### config.mk
export PLATFORM = sky130hd
export DESIGN_NAME = hre_rate_lut
export DESIGN_NICKNAME = d
export VERILOG_FILES = /design/src/sv/hre_pkg.sv /design/src/sv/hre_rate_lut.sv
export SDC_FILE = /design/constraint.sdc
export NUM_CORES = 1
export LEC_CHECK = 0
export BUFFER_PORTS_ARGS = -buffer_cell sky130_fd_sc_hd__buf_2
export CAP_MARGIN = 15
export CORE_MARGIN = 8
export CORE_UTILIZATION = 25
export DETAILED_ROUTE_END_ITERATION = 6
export PLACE_DENSITY = 0.47
export SYNTH_ARGS = -nofsm -noshare
export SYNTH_HDL_FRONTEND = slang
export SYNTH_SLANG_ARGS = --single-unit
export TNS_END_PERCENT = 10
### constraint.sdc
create_clock -name vclk -period 1.65
set_input_delay 0 -clock vclk [all_inputs]
set_output_delay 0 -clock vclk [all_outputs]
set_load 0.01 [all_outputs]
### src/sv/hre_pkg.sv
// Shared widths, constants and types of the heart rate estimator.
package hre_pkg;
	localparam int SAMPLE_W          = 24;
	localparam int RATE_W            = 14;
	localparam int BEATS_W           = 7;
	localparam int POS_W             = 8;
	localparam int SUM_W             = 28;
	localparam int TDATA_IN_W        = 24;
	localparam int TDATA_OUT_W       = 24;
	localparam int BLOCK_LEN_DEFAULT = 200;
	localparam int RATE_SCALE        = 26400;
	localparam int RECIP_SHIFT       = 31;
	localparam logic [SUM_W-1:0]    RECIP10      = 28'd214748365;
	localparam logic [SAMPLE_W-1:0] THRESH_RESET = 24'd1000;

	typedef struct packed {
		logic               block_end;
		logic [BEATS_W-1:0] beats;
	} hre_blk_t;
endpackage

### src/sv/hre_rate_lut.sv
// Beat count to rate in hundredths of a BPM, as a constant table.
module hre_rate_lut #(
	parameter int BLOCK_LEN = hre_pkg::BLOCK_LEN_DEFAULT
) (
	input  logic [hre_pkg::BEATS_W-1:0] beats,
	output logic [hre_pkg::RATE_W-1:0]  rate
);
	import hre_pkg::*;

	logic [RATE_W-1:0] lut [2**BEATS_W];

	for (genvar i = 0; i < 2**BEATS_W; i++) begin : g_lut
		localparam int unsigned RateVal = (i * RATE_SCALE) / BLOCK_LEN;
		assign lut[i] = RATE_W'(RateVal);
	end

	assign rate = lut[beats];
endmodule

======== Word-level counts from Yosys, hierarchy flattened ========
Memories as Yosys holds them, arrays and structs flattened.
Index checks and enable logic that the tools add are counted.
word-level totals
  word-level logic and storage cells ...... 5
  bits in registers ....................... 0
  input bits .............................. 7
  bits in read-only memories .............. 1,792
  memories ................................ 1
memory list
  name             depth  bits a word  read ports  clocked after memory_dff  write ports  line                text
  (no name shown)  128    14           1           0                         0            hre_rate_lut.sv:17  assign rate = lut[beats];
cells by class
  magnitude comparators ................... 1
  multiplexer cells ....................... 2
  bitwise logic cells ..................... 1
operators with widths
  cell                                        count
  14-bit 2-to-1 mux                           2
  8-bit >= comparator, second input constant  1
  7-bit inverter with 8-bit output            1

======== Longest topological paths before layout ========
Gate-level depths: netlist (run 1).
  depth in word-level cells ............... 4
  depth in mapped cells ................... 6

======== Worst setup path after synthesis (run 1) ========
OpenSTA, ideal clock, no wires.
  path kind ............................... input to output
  from .................................... input port beats[0] in the netlist's numbering
  to ...................................... output port rate[11] in the netlist's numbering
  slack ................................... 0.678 ns
  stages on the path ...................... 5
  required time ........................... 1.650 ns
  buffers on the path ..................... 0
  data arrival time ....................... 0.972 ns
  cell sequence ........................... inv_1 > ha_1 > o311ai_4 > nor3_2 > nor4_2
between the ends
  cells in the longest elaborated chain, start to end .. 4
RTL lines
  item                                                    line                text
  start, declared                                         hre_rate_lut.sv:5   input logic [hre_pkg::BEATS_W-1:0] beats,
  7-bit inverter with 8-bit output (not written as such)  hre_rate_lut.sv:17
  memory read 128 x 14 bit                                n/a
  14-bit 2-to-1 mux (not written as such) (2 in a row)    hre_rate_lut.sv:17
  end, declared                                           hre_rate_lut.sv:6   output logic [hre_pkg::RATE_W-1:0] rate
Every way passes these cells. The select of a mux whose other input is x is not followed.

======== Worst setup path in the final report (run 1) ========
  from .................................... input port beats[1] in the netlist's numbering
  to ...................................... output port rate[11] in the netlist's numbering
The elaborated chain is that of the path after synthesis.

==> summary.md, run 1 <==
| Metric | Value |
|---|---|
| Overflow after GRT | 0 |
| Vias/cell | 4.74 |
| ANT nets after route | 0 |
| Startpoint class of the critical path | input port |
| Die H | ~59 um |
| Finished Layout Cells | 93 |
| Core Rows | 15 |
| Crit-path max cell delay | 0.29 ns |
| Fin. max-slew vios | 0 |
| Via count | around 440 |
| Hold path depth | 2 |
| Total number of yosys warnings | 0 |
| Overall Power | approximately 0.14 mW |
| Post-CTS Setup Inserts | 0 |
| Placed insts | 93 |
| Number of diodes | 0 |
| Starting Density | 26.7% |
| Fin crit share | between 70 and 80% |
| Peak supply drop | 0.0992 mV |
| Detailed Route Iter0 Violations | 22 |
| Core box area | 0.00173 mm2 |
| Post-Syn Area per Cell | between 7 and 8 um2 |
| Die width | around 59 um |
| Buffers on Ports | 19 |
| Hold_buf cts | 0 |
| Pre-Repair DR Iteration Count | 4 |
| GRT Total Usage | approximately 6.2% |
| WP data arrival | roughly 1.2 ns |
| Worst path slowest cell | o311ai_4 |
| Max Cap Viol | 0 |
| Worst path buffer plus inverter count | 3 |
| Ports | 21 |
| Seq_cells | 0 |
| # fillers | between 200 and 250 |
| Synthesized cell area | around 460 um2 |
| Crit-path max FO | 7 |
| Number of nets in the layout | between 80 and 90 |
| Crit path from | beats[1] |
| Synth Instances | slightly below 60 |
| Cell mode on critical path | buf_2 |
| Crit path cell chain | buf_2 -> inv_1 -> ha_1 -> o311ai_4 -> nor3_2 -> nor4_2 -> buf_2 |
| RSZ-0062 raised after global routing | false |
| Post-DR wirelength/cell | ~12 um |
| Required @ worst endpoint | between 1.5 and 2 ns |
| Hold endpoint | rate[2] |
| Hold Crit Class | in -> out |
| Die area | around 0.0035 mm2 |
| Min-delay src | beats[0] |
| Final setup viols | 0 |
| Sequential area share after synthesis | 0% |
| CP Class | in -> out |
| Initial antenna violation count | 0 |
| Period minus WS final | 1.24 ns |
| Fmax | slightly above 800 MHz |
| Fraction of layout cells with a size suffix above 1 | between 30% and 40% |
| Status | completed |
| DRC viols | 0 |
| Layout Area Growth over Synthesis | 8.42% |
| P_leak | around 0.23 nW |
| Power Density | ~270 mW/mm2 |
| Fin Setup TNS | 0 ns |
| # resized after CTS | 0 |
| First-pass GRT wire length | between 1.5 and 2 mm |
| Register Area | 0 um2 |
| Critical path endpoint category | output port |
| Crit path max-delay family | buffers and inverters |
| Number of clock-tree buffers in the layout | 0 |
| Utilization after layout | between 20% and 30% |
| Hold Vio Cnt, Final | 0 |
| Distinct cells, synth | 30 |
| Largest net degree at the start of global routing | 16 |
| GP Congestion | 0.671 |
| Post-Route WL | around 1.1 mm |
| Vias in the first global route | approximately 410 |
==> routing by layer <==
layer  global-route usage, %  share of wire [%]  vias to the layer above
met1                    8.78                 50                      201
li1                        -                  -                      223
met2                    10.3                 43                       17
met5                       0                  0                        -
met4                       0                  0                        0
met3                   0.652                6.2                        0
==> cell families (layout without fill, tap and decap cells) <==
family	after synthesis	count (layout)	synth area share (%)
AO/OA/AOI/OAI	18	18	29.3
XOR/XNOR	2	2	3.81
adder cells (fa/ha/maj)	6	6	16.3
buffers and inverters	15	23	23.1
multiplexers	3	3	6.79
other	1	2	0.814
AND/OR/NAND/NOR	14	14	19.8
==> metrics by stage <==
step	instance area, um2	hold slack (ns)	setup WS, ns
after detailed placement	499	0.268	0.382
after floorplan	464	0.0760	0.678
after CTS	499	0.268	0.382
after global routing	499	0.280	0.298
final	499	0.264	0.410
after global placement	499	0.261	0.409
==> cell type report <==
type	instances	area [um2]	area share, %
Inverter	4	15.0	3.01
Multi-Input combinational cell	45	358	71.7
Tap cell	25	31.3	6.27
Timing Repair Buffer	19	95.1	19.0
==> report_power, final <==
| group | switching [mW] | internal (mW) | total, mW |
|---|---|---|---|
| logic | 0.0806 | 0.0560 | 0.137 |
| registers | 0 | 0 | 0 |
| clock network | 0 | 0 | 0 |
==> Yosys cell counts, drive strengths merged <==
library cell / number / share of area, %
a21o: 2 / 3.3
a21oi: 3 / 3.3
a311oi: 1 / 1.9
a31oi: 2 / 2.7
and3: 1 / 1.4
buf: 11 / 20
conb: 1 / 0.81
ha: 6 / 16
inv: 4 / 3.3
mux2: 1 / 2.4
mux2i: 2 / 4.3
nand2: 4 / 4.9
nand4: 2 / 2.7
nor2: 1 / 0.81
nor2b: 1 / 1.4
nor3: 3 / 4.3
nor3b: 1 / 1.6
nor4: 1 / 2.7
o21ai: 5 / 5.4
o21bai: 1 / 1.6
o221ai: 2 / 3.8
o311ai: 1 / 5.7
o31ai: 1 / 1.6
xnor2: 1 / 1.9
xor2: 1 / 1.9
==> cell usage in the layout, fill, tap and decap left out <==
cell / synthesis / routed
buf_2: 1 / 19
ha_1: 6 / 6
inv_1: 4 / 4
a21oi_1: 3 / 3
nand2_1: 3 / 3
o21ai_1: 3 / 3
mux2i_1: 2 / 2
a21o_1: 2 / 2
o21ai_0: 2 / 2
nand4_1: 2 / 2
o221ai_1: 2 / 2
a31oi_1: 2 / 2
nor3_1: 2 / 2
conb_1: 1 / 2
mux2_2: 1 / 1
a311oi_1: 1 / 1
xnor2_1: 1 / 1
xor2_1: 1 / 1
nand2_4: 1 / 1
and3_1: 1 / 1
o311ai_4: 1 / 1
nor3_2: 1 / 1
nor3b_1: 1 / 1
o21bai_1: 1 / 1
nor4_2: 1 / 1
nor2b_1: 1 / 1
nor2_1: 1 / 1
o31ai_1: 1 / 1
==> worst max path at each step <==
stage | endpoint | slack, ns | cells after the start
floorplan | rate[11] | 0.68 | 5
global placement | rate[11] | 0.41 | 7
detailed placement | rate[11] | 0.38 | 7
CTS | rate[11] | 0.38 | 7
global route | rate[11] | 0.30 | 7
finish | rate[11] | 0.41 | 7
(Power assumes the default switching activity.)
==> run 2, diff against run 1 <==
==> constraint.sdc (replaced) <==
create_clock -name vclk -period 1.2
set_input_delay 0 -clock vclk [all_inputs]
set_output_delay 0 -clock vclk [all_outputs]
set_load 0.01 [all_outputs]
==> summary.md, run 2 (synthesis gave the netlist of run 1 again) <==
| Metric | Value |
|---|---|
| Largest net degree at the start of global routing | 13 |
| Vias/cell | 4.52 |
| Fmax | between 800 and 900 MHz |
| DRC viols | 0 |
| Fin Setup TNS | 0 ns |
| # fillers | between 200 and 250 |
| Die area | 0.00347 mm2 |
| Post-Route WL | between 1 and 1.5 mm |
| WP data arrival | 1.17 ns |
| Startpoint class of the critical path | input port |
| Detailed Route Iter0 Violations | 3 |
| Hold Vio Cnt, Final | 0 |
| Overflow after GRT | 0 |
| ANT nets after route | 0 |
| CP Class | in -> out |
| Critical path endpoint category | output port |
| Most common cell after layout, fill and taps aside | buf_2 |
| Overall Power | 0.216 mW |
| Number of clock-tree buffers in the layout | 0 |
| GRT Total Usage | about 6.6% |
| Core Rows | 15 |
| Number of nets in the layout | between 80 and 90 |
| Starting Density | about a quarter |
| Seq_cells | 0 |
| HPWL after DPL | approximately 940 um |
| First-pass GRT wire length | 1.96 mm |
| Final setup viols | 0 |
| Initial antenna violation count | 0 |
| GP Congestion | approximately 0.70 |
| Hold path depth | 2 |
| P_leak | approximately 0.26 nW |
| Hold Crit Class | in -> out |
| Period minus WS final | 1.17 ns |
| Post-DR wirelength/cell | 12.3 um |
| Register Area | 0 um2 |
| Setup WS pre-CTS | -0.0300 ns |
| Most frequent cells in the layout | 17 x buf_2, 7 x buf_4, 4 x inv_1 |
| Ports | 21 |
| Status | completed |
| Pre-Repair DR Iteration Count | 2 |
| Final WS setup | ~0.031 ns |
| Number of diodes | 0 |
| Hold_buf cts | 0 |
| Die width | 58.9 um |
| Fraction of layout cells with a size suffix above 1 | between 40% and 50% |
| Power Density | about 370 mW/mm2 |
| Crit-path max FO | 4 |
| Via count | 447 |
| Max Cap Viol | 0 |
| Fin crit share | between 90% and 100% |
| Layout Area Growth over Synthesis | 26.4% |
| Hold endpoint | rate[3] |
| Min-delay src | beats[1] |
| Die H | ~60 um |
| Peak supply drop | ~0.14 mV |
| Vias in the first global route | around 450 |
| Required @ worst endpoint | 1.20 ns |
| Core box area | approximately 0.0017 mm2 |
| RSZ-0062 raised after global routing | true |
| Area of the multi-input gates | approximately 400 um2 |
| Fin. max-slew vios | 0 |
| Buffers on Ports | 19 |
==> run 2: cell types whose count changed in the layout (fill, tap and decap cells not counted), sizes merged <==
cell / delta
buf: +5
clkbuf: +1
==> run 2: area by class of cell <==
type	instances	area share, %
Timing Repair Buffer	25	24.9
Multi-Input combinational cell	45	67.1
Inverter	4	2.58
Tap cell	25	5.38
==> run 2: how the worst max path moves through the flow <==
| stage | startpoint | end | slack, ns | depth (start not counted) |
|---|---|---|---|---|
| 3_3_place_gp | beats[1] | rate[11] | 0.003 | 7 |
| 6_report | beats[0] | rate[11] | 0.03 | 7 |
| 2_1_floorplan | beats[0] | rate[11] | 0.23 | 5 |
| 4_1_cts | beats[1] | rate[11] | 0.01 | 7 |
| 5_1_grt | beats[0] | rate[11] | -0.04 | 7 |
| 3_5_place_dp | beats[1] | rate[11] | -0.03 | 7 |
==> run 2: layer usage <==
metal	share of wire (%)	GRT usage (%)	up-vias
met5	0	0	-
met4	0	0	0
met3	4.9	0.870	0
met2	47	12.3	13
met1	48	8.29	200
li1	-	-	234
==> run 2: repair_timing <==
item                       CTS  global route
pin swaps                    0             3
buffers inserted             0             1
resized for setup            1             8
setup endpoints to repair    1             2
==> run 2: report_power, final <==
group	switching, mW	total (mW)	leakage, nW	internal (mW)
Combinational	0.119	0.216	0.264	0.0971
Sequential	0	0	0	0
Clock	0	0	0	0
==> run 2: critical path, cell delays in order <==
cell and delay, ns:
buf_2 0.12, ha_2 0.22, nand4_1 0.10, o21bai_1 0.22, a21oi_2 0.09, nor4_2 0.25
buf_2 0.16
==> run 2: stage by stage <==
step | hold slack (ns) | cell area [um2] | util (%) | std cells
after floorplan | 0.0760 | 464 | - | 60
after global placement | 0.275 | 537 | 31.1 | 98
after detailed placement | 0.280 | 537 | 31.1 | 98
after CTS | 0.281 | 539 | 31.2 | 98
after global routing | 0.259 | 582 | 33.7 | 99
final | 0.241 | 582 | 33.7 | 99
